### src/hw/rtl/cgi_pkg.sv
// Package for the color gradient interpolator.
// Holds field widths and the command and status types shared by the controller and datapath.
// No dependencies.
package cgi_pkg;

   localparam int COLOR_W = 32;
   localparam int CHAN_W = 8;
   localparam int NUM_CHAN = 4;
   localparam int CHAN_IDX_W = 2;
   localparam int DIST_W = 16;
   localparam int STEP_W = 32;
   localparam int REQ_DATA_W = 80;

   typedef struct packed {
      logic load;
      logic div_start;
      logic acc_en;
      logic mul_en;
      logic out_load;
   } cmd_type;

   typedef struct packed {
      logic div_done;
      logic last_chan;
   } status_type;

endpackage

### src/hw/rtl/cgi_div.sv
// Restoring divider for one channel magnitude, one quotient bit per cycle.
// Depends on cgi_pkg for the channel and distance widths.
module cgi_div (
   input  logic                       clock,
   input  logic                       reset,
   input  logic                       start,
   input  logic [cgi_pkg::CHAN_W-1:0] dividend,
   input  logic [cgi_pkg::DIST_W-1:0] divisor,
   output logic                       done,
   output logic [cgi_pkg::CHAN_W-1:0] quotient
);
   import cgi_pkg::*;

   localparam int CNT_W = $clog2(CHAN_W);

   logic              busy_ff, busy_in;
   logic [CNT_W-1:0]  cnt_ff, cnt_in;
   logic [CHAN_W-1:0] rem_ff, rem_in;
   logic [CHAN_W-1:0] qd_ff, qd_in;
   logic [DIST_W-1:0] divisor_ff, divisor_in;
   logic [CHAN_W:0]   shifted;
   logic [CHAN_W:0]   diff;
   logic              ge;

   always_comb begin
      shifted = {rem_ff, qd_ff[CHAN_W-1]};
      ge = {{(DIST_W-CHAN_W-1){1'b0}}, shifted} >= divisor_ff;
      diff = shifted - divisor_ff[CHAN_W:0];
      done = busy_ff && (cnt_ff == CNT_W'(CHAN_W-1));
      busy_in = busy_ff;
      cnt_in = cnt_ff;
      rem_in = rem_ff;
      qd_in = qd_ff;
      divisor_in = divisor_ff;
      if (start) begin
         busy_in = 1'b1;
         cnt_in = '0;
         rem_in = '0;
         qd_in = dividend;
         divisor_in = divisor;
      end else if (busy_ff) begin
         rem_in = ge ? diff[CHAN_W-1:0] : shifted[CHAN_W-1:0];
         qd_in = {qd_ff[CHAN_W-2:0], ge};
         cnt_in = cnt_ff + 1'b1;
         if (done) begin
            busy_in = 1'b0;
         end
      end
   end

   always_ff @(posedge clock) begin
      if (reset) begin
         busy_ff <= 1'b0;
         cnt_ff <= '0;
      end else begin
         busy_ff <= busy_in;
         cnt_ff <= cnt_in;
      end
      rem_ff <= rem_in;
      qd_ff <= qd_in;
      divisor_ff <= divisor_in;
   end

   assign quotient = qd_ff;

endmodule

### src/hw/rtl/cgi_ctrl.sv
// Controller state machine for the color gradient interpolator.
// Sequences the four channel divisions, the scaling multiply and the output register.
// Depends on cgi_pkg for the command and status types.
module cgi_ctrl (
   input  logic                  clock,
   input  logic                  reset,
   input  logic                  req_tvalid,
   output logic                  req_tready,
   output logic                  rsp_tvalid,
   input  logic                  rsp_tready,
   output cgi_pkg::cmd_type      cmd,
   input  cgi_pkg::status_type   status
);
   import cgi_pkg::*;

   localparam logic [2:0] ST_IDLE  = 3'd0;
   localparam logic [2:0] ST_START = 3'd1;
   localparam logic [2:0] ST_WAIT  = 3'd2;
   localparam logic [2:0] ST_ACC   = 3'd3;
   localparam logic [2:0] ST_MUL   = 3'd4;
   localparam logic [2:0] ST_FIN   = 3'd5;

   logic [2:0] state_ff, state_in;
   logic       valid_ff, valid_in;

   always_comb begin
      state_in = state_ff;
      valid_in = valid_ff && !rsp_tready;
      cmd = '0;
      req_tready = (state_ff == ST_IDLE);
      case (state_ff)
         ST_IDLE: begin
            if (req_tvalid) begin
               cmd.load = 1'b1;
               state_in = ST_START;
            end
         end
         ST_START: begin
            cmd.div_start = 1'b1;
            state_in = ST_WAIT;
         end
         ST_WAIT: begin
            if (status.div_done) begin
               state_in = ST_ACC;
            end
         end
         ST_ACC: begin
            cmd.acc_en = 1'b1;
            state_in = status.last_chan ? ST_MUL : ST_START;
         end
         ST_MUL: begin
            cmd.mul_en = 1'b1;
            state_in = ST_FIN;
         end
         ST_FIN: begin
            if (!valid_ff || rsp_tready) begin
               cmd.out_load = 1'b1;
               valid_in = 1'b1;
               state_in = ST_IDLE;
            end
         end
         default: begin
            state_in = ST_IDLE;
         end
      endcase
   end

   always_ff @(posedge clock) begin
      if (reset) begin
         state_ff <= ST_IDLE;
         valid_ff <= 1'b0;
      end else begin
         state_ff <= state_in;
         valid_ff <= valid_in;
      end
   end

   assign rsp_tvalid = valid_ff;

endmodule

### src/hw/rtl/cgi_dp.sv
// Datapath for the color gradient interpolator: beat capture, step counter,
// channel differences, shared divider, packed quotient sum, multiply and output register.
// Depends on cgi_pkg and cgi_div.
module cgi_dp (
   input  logic                            clock,
   input  logic                            reset,
   input  logic [cgi_pkg::REQ_DATA_W-1:0]  req_tdata,
   input  logic                            req_tuser,
   output logic [cgi_pkg::COLOR_W-1:0]     rsp_tdata,
   input  cgi_pkg::cmd_type                cmd,
   output cgi_pkg::status_type             status
);
   import cgi_pkg::*;

   logic [COLOR_W-1:0]    start_ff, start_in;
   logic [COLOR_W-1:0]    end_ff, end_in;
   logic [DIST_W-1:0]     dist_ff, dist_in;
   logic [STEP_W-1:0]     step_cnt_ff, step_cnt_in;
   logic [STEP_W-1:0]     n_ff, n_in;
   logic [CHAN_IDX_W-1:0] chan_ff, chan_in;
   logic [COLOR_W-1:0]    qsum_ff, qsum_in;
   logic [COLOR_W-1:0]    prod_ff, prod_in;
   logic [COLOR_W-1:0]    pix_ff, pix_in;
   logic [STEP_W-1:0]     step_used;
   logic [CHAN_W-1:0]     s_chan, e_chan;
   logic [CHAN_W:0]       diff;
   logic                  neg;
   logic [CHAN_W-1:0]     mag;
   logic [CHAN_W-1:0]     quotient;
   logic                  div_done;
   logic [CHAN_W:0]       q_signed;
   logic [COLOR_W-1:0]    term;

   always_comb begin
      s_chan = start_ff[chan_ff*CHAN_W +: CHAN_W];
      e_chan = end_ff[chan_ff*CHAN_W +: CHAN_W];
      diff = {1'b0, e_chan} - {1'b0, s_chan};
      neg = diff[CHAN_W];
      mag = neg ? CHAN_W'(-diff) : diff[CHAN_W-1:0];
   end

   cgi_div u_div (
      .clock    (clock),
      .reset    (reset),
      .start    (cmd.div_start),
      .dividend (mag),
      .divisor  (dist_ff),
      .done     (div_done),
      .quotient (quotient)
   );

   always_comb begin
      q_signed = neg ? -{1'b0, quotient} : {1'b0, quotient};
      if (dist_ff == '0) begin
         q_signed = '0;
      end
      term = {{(COLOR_W-CHAN_W-1){q_signed[CHAN_W]}}, q_signed} << {chan_ff, 3'b000};
      step_used = req_tuser ? '0 : step_cnt_ff;

      start_in = start_ff;
      end_in = end_ff;
      dist_in = dist_ff;
      step_cnt_in = step_cnt_ff;
      n_in = n_ff;
      chan_in = chan_ff;
      qsum_in = qsum_ff;
      prod_in = prod_ff;
      pix_in = pix_ff;
      if (cmd.load) begin
         start_in = req_tdata[COLOR_W-1:0];
         end_in = req_tdata[2*COLOR_W-1:COLOR_W];
         dist_in = req_tdata[2*COLOR_W+DIST_W-1:2*COLOR_W];
         n_in = step_used;
         step_cnt_in = step_used + 1'b1;
         chan_in = '0;
         qsum_in = '0;
      end
      if (cmd.acc_en) begin
         qsum_in = qsum_ff + term;
         chan_in = chan_ff + 1'b1;
      end
      if (cmd.mul_en) begin
         prod_in = COLOR_W'(qsum_ff * n_ff);
      end
      if (cmd.out_load) begin
         pix_in = start_ff + prod_ff;
      end
   end

   always_ff @(posedge clock) begin
      if (reset) begin
         step_cnt_ff <= '0;
         chan_ff <= '0;
      end else begin
         step_cnt_ff <= step_cnt_in;
         chan_ff <= chan_in;
      end
      start_ff <= start_in;
      end_ff <= end_in;
      dist_ff <= dist_in;
      n_ff <= n_in;
      qsum_ff <= qsum_in;
      prod_ff <= prod_in;
      pix_ff <= pix_in;
   end

   assign status.div_done = div_done;
   assign status.last_chan = (chan_ff == CHAN_IDX_W'(NUM_CHAN-1));
   assign rsp_tdata = pix_ff;

endmodule

### src/hw/rtl/color_gradient_interpolator_core.sv
// Top level of the color gradient interpolator.
// Joins the controller cgi_ctrl and the datapath cgi_dp; depends on cgi_pkg.
//
// Usage: each beat on the req_ channel carries one pixel of a line: start color,
// end color, line length and, in req_tuser, a flag that marks the first pixel of
// a line and clears the step counter. Each beat gives exactly one beat on the
// rsp_ channel with the interpolated color.
// Sequence: after a beat is accepted, each of the four channels passes in turn
// through the shared bit-serial divider (start, eight quotient bits, accumulate),
// followed by the multiply step and the output step.
// The single shared divider serves the channels one after another.
// The block takes one beat at a time; req_tready is high while it is idle.
// The result sits in an output register, so the next beat is accepted while a
// finished result still waits on a stalled receiver. If the receiver stalls
// longer, the next result waits in the last step until the register frees.
// Reset clears the step counter, the controller and the output valid flag.
module color_gradient_interpolator_core (
   input  logic                           clock,
   input  logic                           reset,
   input  logic                           req_tvalid,
   output logic                           req_tready,
   // Fields from bit 0: start_color[31:0], end_color[63:32], distance[79:64].
   input  logic [cgi_pkg::REQ_DATA_W-1:0] req_tdata,
   // Fields from bit 0: restart.
   input  logic                           req_tuser,
   output logic                           rsp_tvalid,
   input  logic                           rsp_tready,
   // Fields from bit 0: pixel_color[31:0].
   output logic [cgi_pkg::COLOR_W-1:0]    rsp_tdata
);
   import cgi_pkg::*;

   cmd_type    cmd;
   status_type status;

   cgi_ctrl u_ctrl (
      .clock      (clock),
      .reset      (reset),
      .req_tvalid (req_tvalid),
      .req_tready (req_tready),
      .rsp_tvalid (rsp_tvalid),
      .rsp_tready (rsp_tready),
      .cmd        (cmd),
      .status     (status)
   );

   cgi_dp u_dp (
      .clock     (clock),
      .reset     (reset),
      .req_tdata (req_tdata),
      .req_tuser (req_tuser),
      .rsp_tdata (rsp_tdata),
      .cmd       (cmd),
      .status    (status)
   );

endmodule
### config.mk
export PLATFORM = sky130hd
export DESIGN_NAME = color_gradient_interpolator_core
export DESIGN_NICKNAME = d
export VERILOG_FILES = /design/src/hw/rtl/cgi_pkg.sv /design/src/hw/rtl/cgi_div.sv /design/src/hw/rtl/cgi_ctrl.sv /design/src/hw/rtl/cgi_dp.sv /design/src/hw/rtl/color_gradient_interpolator_core.sv
export SDC_FILE = /design/constraint.sdc
export NUM_CORES = 2
export LEC_CHECK = 0
export BUFFER_PORTS_ARGS = -buffer_cell sky130_fd_sc_hd__buf_2
export CAP_MARGIN = 20
export CORE_MARGIN = 3
export CORE_UTILIZATION = 58
export CTS_CLUSTER_DIAMETER = 150
export CTS_CLUSTER_SIZE = 24
export DETAILED_ROUTE_END_ITERATION = 10
export PLACE_DENSITY = 0.79
export RECOVER_POWER = 50
export SLEW_MARGIN = 10
export SYNTH_ARGS = -nofsm -noshare
export SYNTH_HDL_FRONTEND = slang
export SYNTH_SLANG_ARGS = --single-unit
### constraint.sdc
create_clock -name clock -period 6.5 [get_ports clock]
set_clock_uncertainty 0.1 [all_clocks]
set_input_delay 1.3 -clock clock [delete_from_list [all_inputs] [get_ports clock]]
set_output_delay 1.3 -clock clock [all_outputs]
set_load 0.05 [all_outputs]
**Yosys cells after proc, flatten, opt, wreduce, memory -nomap -nowiden**

Index checks and enable logic that the tools add are counted.

- Register bits: 282
- Bits in latches: 0
- Memory bits (writable): 0
- ROM bits: 0
- Output and inout port bits: 34
- Logic and storage cells: 79
- Memories: 0

- Add/sub/neg operators: 9
- Multiply operators: 1
- Divide/modulo/power cells: 0
- Order comparisons: 1
- Equal/unequal tests: 10
- Shift-type cells: 3
- Multiplexer cells: 28
- Bitwise operators: 0
- Reduce and logical (&&, ||, !) cells: 11

Operators with widths:

| operator | number |
|---|---|
| $mux W32 | 3 |
| $add A32 B32 Y32 | 2 |
| $shiftx A32 B6 Y8 | 2 |
| $add A32 B1 Y32 const B | 1 |
| $mul A32 B32 Y32 | 1 |
| $mux W8 | 4 |
| $shl A32 B5 Y32 | 1 |
| $mux W9 | 2 |
| $pmux W3 S6 | 1 |
| $ge A9 B16 Y1 | 1 |
| $logic_not A16 Y1 | 1 |
| $mux W1 | 12 |
| $mux W3 | 4 |
| $eq A3 B3 Y1 const B | 3 |
| $neg A8 Y9 | 1 |
| $sub A8 B8 Y9 | 1 |
| $neg A8 Y8 | 1 |
| $sub A8 B8 Y8 | 1 |
| $eq A3 B2 Y1 const B | 2 |
| $mux W2 | 2 |
| $ne A2 B1 Y1 const B | 2 |
| $reduce_bool A2 Y1 | 2 |
| $add A3 B1 Y3 const B | 1 |
| $eq A3 B1 Y1 const B | 1 |
| other kinds (9) | 11 |

**Depth between registers and ports, before layout**

- Depth in word-level cells: 7
- Mapped depth: 26
- Gate-level depth less buffers: 24

**Hierarchy**

A second synthesis with hierarchy kept.

- Cell total of the unflattened synthesis: 2,996
- Area total of the unflattened synthesis: 30,246.5 µm²

Modules (own cells, without submodules):

| module | times used | cells an instance | area an instance (µm²) | sequential area each (µm²) |
|---|---|---|---|---|
| cgi_dp | 1 | 2,828 | 28,289.6 | 6,926.6 |
| cgi_div | 1 | 137 | 1,715.4 | 960.9 |
| cgi_ctrl | 1 | 31 | 241.5 | 80.1 |

**Worst setup path before layout**

OpenSTA, ideal clock, no wires.

- Path kind: reg-to-reg
- Start point: reg u_dp.n_ff[2]
- End point: reg u_dp.prod_ff[30], data pin
- Arrival: 6.614 ns
- Data required time: 6.136 ns
- Setup slack: -0.478 ns
- Cell stages (with the launch flop): 25
- Clock period less this slack: 6.978 ns
- Cells stage by stage: edfxtp_1 > clkbuf_1 > clkbuf_1 > and2_1 > fa_1 > inv_1 > fa_1 > fa_1 > fa_1 > inv_1 > fa_1 > inv_1 > fa_1 > inv_1 > fa_1 > fa_1 > ha_1 > and3_1 > and4_1 > o221ai_1 > o2111ai_1 > nand2_1 > o21ai_0 > a221oi_1 > xnor2_1

- Cells in the longest elaborated chain, start to end: 1

RTL lines:

| element | RTL line | RTL |
|---|---|---|
| start, declared | cgi_dp.sv:19 | `logic [STEP_W-1:0] n_ff, n_in;` |
| start signal, assigned | cgi_dp.sv:101 | `n_ff <= n_in;` |
| $mul A32 B32 Y32 | cgi_dp.sv:83 | `prod_in = COLOR_W'(qsum_ff * n_ff);` |
| end signal, assigned | cgi_dp.sv:103 | `prod_ff <= prod_in;` |
| end, declared | cgi_dp.sv:22 | `logic [COLOR_W-1:0] prod_ff, prod_in;` |

No other way between the ends.
A chain may end at the register's enable or synchronous reset.

**Worst setup path after layout**

Ends and elaborated chain as after synthesis.

==> flow_summary.json <==
{
  "die_h_um": 234,
  "rows": 83,
  "grt_pass1_vias": 23700,
  "crit_start": "u_dp.n_ff[2]",
  "setup_slack_ps": -415,
  "drive_gt1_frac": 0.167,
  "path_class": "flop to flop",
  "hp-class": "flop to flop",
  "r2r_cells": 21,
  "cts_max_path_buffers": 3,
  "cts_root_buf": "clkbuf_16",
  "synth_nets": 3702,
  "hold_ws_ps": 359,
  "clkTransAtPathRegs_ps": 110,
  "wl_per_cell_um": 19.4,
  "worstReg2RegStart": "u_dp.n_ff[2]",
  "rsz0062_at_grt": "yes",
  "synth_cell_types": 88,
  "dp_hpwl_mm": 62.0,
  "worst_setup_path_start_kind": "flop",
  "start_util": 0.588,
  "cts.htree.levels": 1,
  "fin_crit_ps": 6910,
  "status": "finished, violations left",
  "synthArstFlopShare": 0,
  "synthFlopType": "edfxtp_1",
  "syn_inst": 2997,
  "r2r_setup_slack_ps": -410,
  "worst_pin_slew_ps": 2020,
  "cts_made_buffers": 16,
  "overflow": 0,
  "clk_latency_ps": 550,
  "fmax_ghz": 0.145,
  "ys_top_cells_by_count": "447 x inv_1, 412 x fa_1, 327 x nand2_1",
  "cts_tree": "built",
  "antenna_found_initial": 1,
  "ys_seq_area_frac": 0.264,
  "ys_top_cells_by_area": "fa_1 27%, edfxtp_1 23%, ha_1 8.6%",
  "synth_seq_cells": 282,
  "synth_most_common_cell": "inv_1",
  "setup_viol": 14,
  "routed_wl_mm": 77.0,
  "pin_count": 119,
  "nNetsFinal": 3984,
  "cts-hold-fix-buffers": 0,
  "arrival_ps": 7110,
  "slew_violations": 195,
  "grt_pass1_wl_mm": 122,
  "holdCritStartpoint": "u_dp.dist_ff[6]",
  "dieWidth_um": 234,
  "ys.warnings.count": 0,
  "cp_data_required_time_ps": 6690,
  "critPathBufInv": 4,
  "synth_area_leader_cell": "fa_1",
  "fin_util": 0.671,
  "clock_sinks": 282,
  "r2r-end": "u_dp.prod_ff[30]",
  "route.antenna.remaining_nets": 0,
  "synth_edf_count": 232,
  "crit_path_top_delay_cell": "fa_1",
  "drc": 0,
  "end_kind": "flop",
  "cpPeakStageDelay_ps": 560,
  "crit_top_cell": "fa_1",
  "dr.pass1.iters": 6,
  "relSlewSlack": -0.345,
  "cp_max_fo": 5,
  "area_growth_pct": 14.0,
  "viasPerCell": 5.65,
  "core_region_area_um2": 51400,
  "hold_violations": 0,
  "via_count": 22400,
  "yosysTopAreaCellShare": 0.273,
  "fin_tns_setup_ps": -3640,
  "syn_avg_cell_area_um2": 10.1,
  "syn_area_um2": 30200,
  "grt_max_degree": 81,
  "hold_depth": 0,
  "path_cells": "buf_4, buf_2, and2_1, fa_1, inv_1, fa_1, fa_2, fa_1, inv_1, fa_1, fa_1, fa_2, fa_1, ha_1, a21o_1, a21oi_2, nor2_1, a21oi_4, o21ai_4, a221oi_2, xnor2_1",
  "crit_family": "adder cells",
  "port_buffers": 118,
  "cap_viol_max_count": 5,
  "holdPathEnd": "u_dp.u_div.divisor_ff[6]",
  "grt_usage": 0.282,
  "dieArea_um2": 54900,
  "initialDrtViolationCount": 1661,
  "place_congestion": 0.953,
  "violations": "max-capacitance violations, max-slew violations, negative setup slack",
  "fin_crit_sh": 1.06
}
-- cells by family after synthesis --
| family | count (synthesis) | share of synthesized area |
|---|---|---|
| and+or+nand+nor | 993 | 0.167 |
| adders and majority gates | 620 | 0.359 |
| buffers and inverters | 572 | 0.0718 |
| AOI/OAI and AO/OA | 322 | 0.0704 |
| DFF | 282 | 0.264 |
| xor gates and xnor gates | 181 | 0.0524 |
| muxes | 27 | 0.0156 |
-- cell type report --
| type | instances | area, µm² |
|---|---|---|
| clock buffers | 26 | 459 |
| repair buffers | 388 | 2880 |
| fillers | 3790 | 16900 |
| clock inverters | 2 | 38.8 |
| diodes | 1 | 2.50 |
| well taps | 680 | 851 |
| flip-flops and latches | 282 | 7970 |
| inverters | 448 | 1680 |
| multi-input cells | 2143 | 20600 |
-- through the flow --
step	cell area (µm²)	std cells	worst slack [ps]
after global placement	33200	3899	-340
after detailed placement	33200	3899	-483
after CTS	34100	3955	-329
final	34500	3970	-415
after floorplan	30400	2997	-92.5
after global routing	34500	3970	-556
-- metal layers --
metal  global-route usage  share of wire
met5                    0              0
met4                0.110          0.047
met3               0.0364          0.059
met2                0.490           0.50
met1                0.360           0.39
-- placed cells by master (no fill, tap or decap), types with 10 or more instances in the layout --
master	Yosys	layout
ha_1	208	192
nand4_1	15	15
o31ai_1	10	10
and2_1	312	296
ha_4	0	16
nor2b_1	41	41
a21o_1	28	28
o21a_1	16	15
dfxtp_1	50	50
xor2_1	62	62
nand3_1	24	23
fa_1	412	389
nor2_1	148	144
edfxtp_1	232	232
clkbuf_1	116	24
o21ai_0	73	68
buf_12	0	18
xnor2_1	119	117
nand2_1	327	323
a21oi_1	96	86
and2_4	0	14
fa_2	0	23
and3_1	16	15
inv_1	447	441
buf_6	0	17
nor3_1	28	29
mux4_2	16	16
nand2b_1	16	16
clkbuf_16	0	17
buf_2	4	108
buf_4	0	229
or2_2	12	11
-- what timing repair did --
| action | 4_1_cts | 5_1_grt |
|---|---|---|
| endpoints found under the hold margin | 0 | 0 |
| cloned | 0 | 2 |
| pin swaps | 23 | 38 |
| buffers inserted | 28 | 12 |
| endpoints found under the setup margin | 16 | 22 |
| gates resized for setup | 56 | 61 |
-- state kept, by name, summed over array words and instances (netlist names) --
signal,count
u_ctrl.rsp_tvalid,1
u_ctrl.state_ff,3
u_dp.chan_ff,2
u_dp.dist_ff,16
u_dp.end_ff,32
u_dp.n_ff,32
u_dp.prod_ff,32
u_dp.qsum_ff,32
u_dp.rsp_tdata,32
u_dp.start_ff,32
u_dp.step_cnt_ff,32
u_dp.u_div.busy_ff,1
u_dp.u_div.cnt_ff,3
u_dp.u_div.divisor_ff,16
u_dp.u_div.quotient,8
u_dp.u_div.rem_ff,8
-- how the worst max path moves through the flow --
| stage | endpoint | cells past startpoint |
|---|---|---|
| 2_1_floorplan | u_dp.prod_ff[30] | 24 |
| 3_3_place_gp | u_dp.prod_ff[31] | 24 |
| 3_5_place_dp | u_dp.prod_ff[30] | 21 |
| 4_1_cts | u_dp.prod_ff[29] | 22 |
| 5_1_grt | u_dp.prod_ff[29] | 22 |
| 6_report | u_dp.prod_ff[30] | 21 |
Power is not shown: default switching activity piles up to over one toggle a cycle in this logic, so the estimate is an artifact.
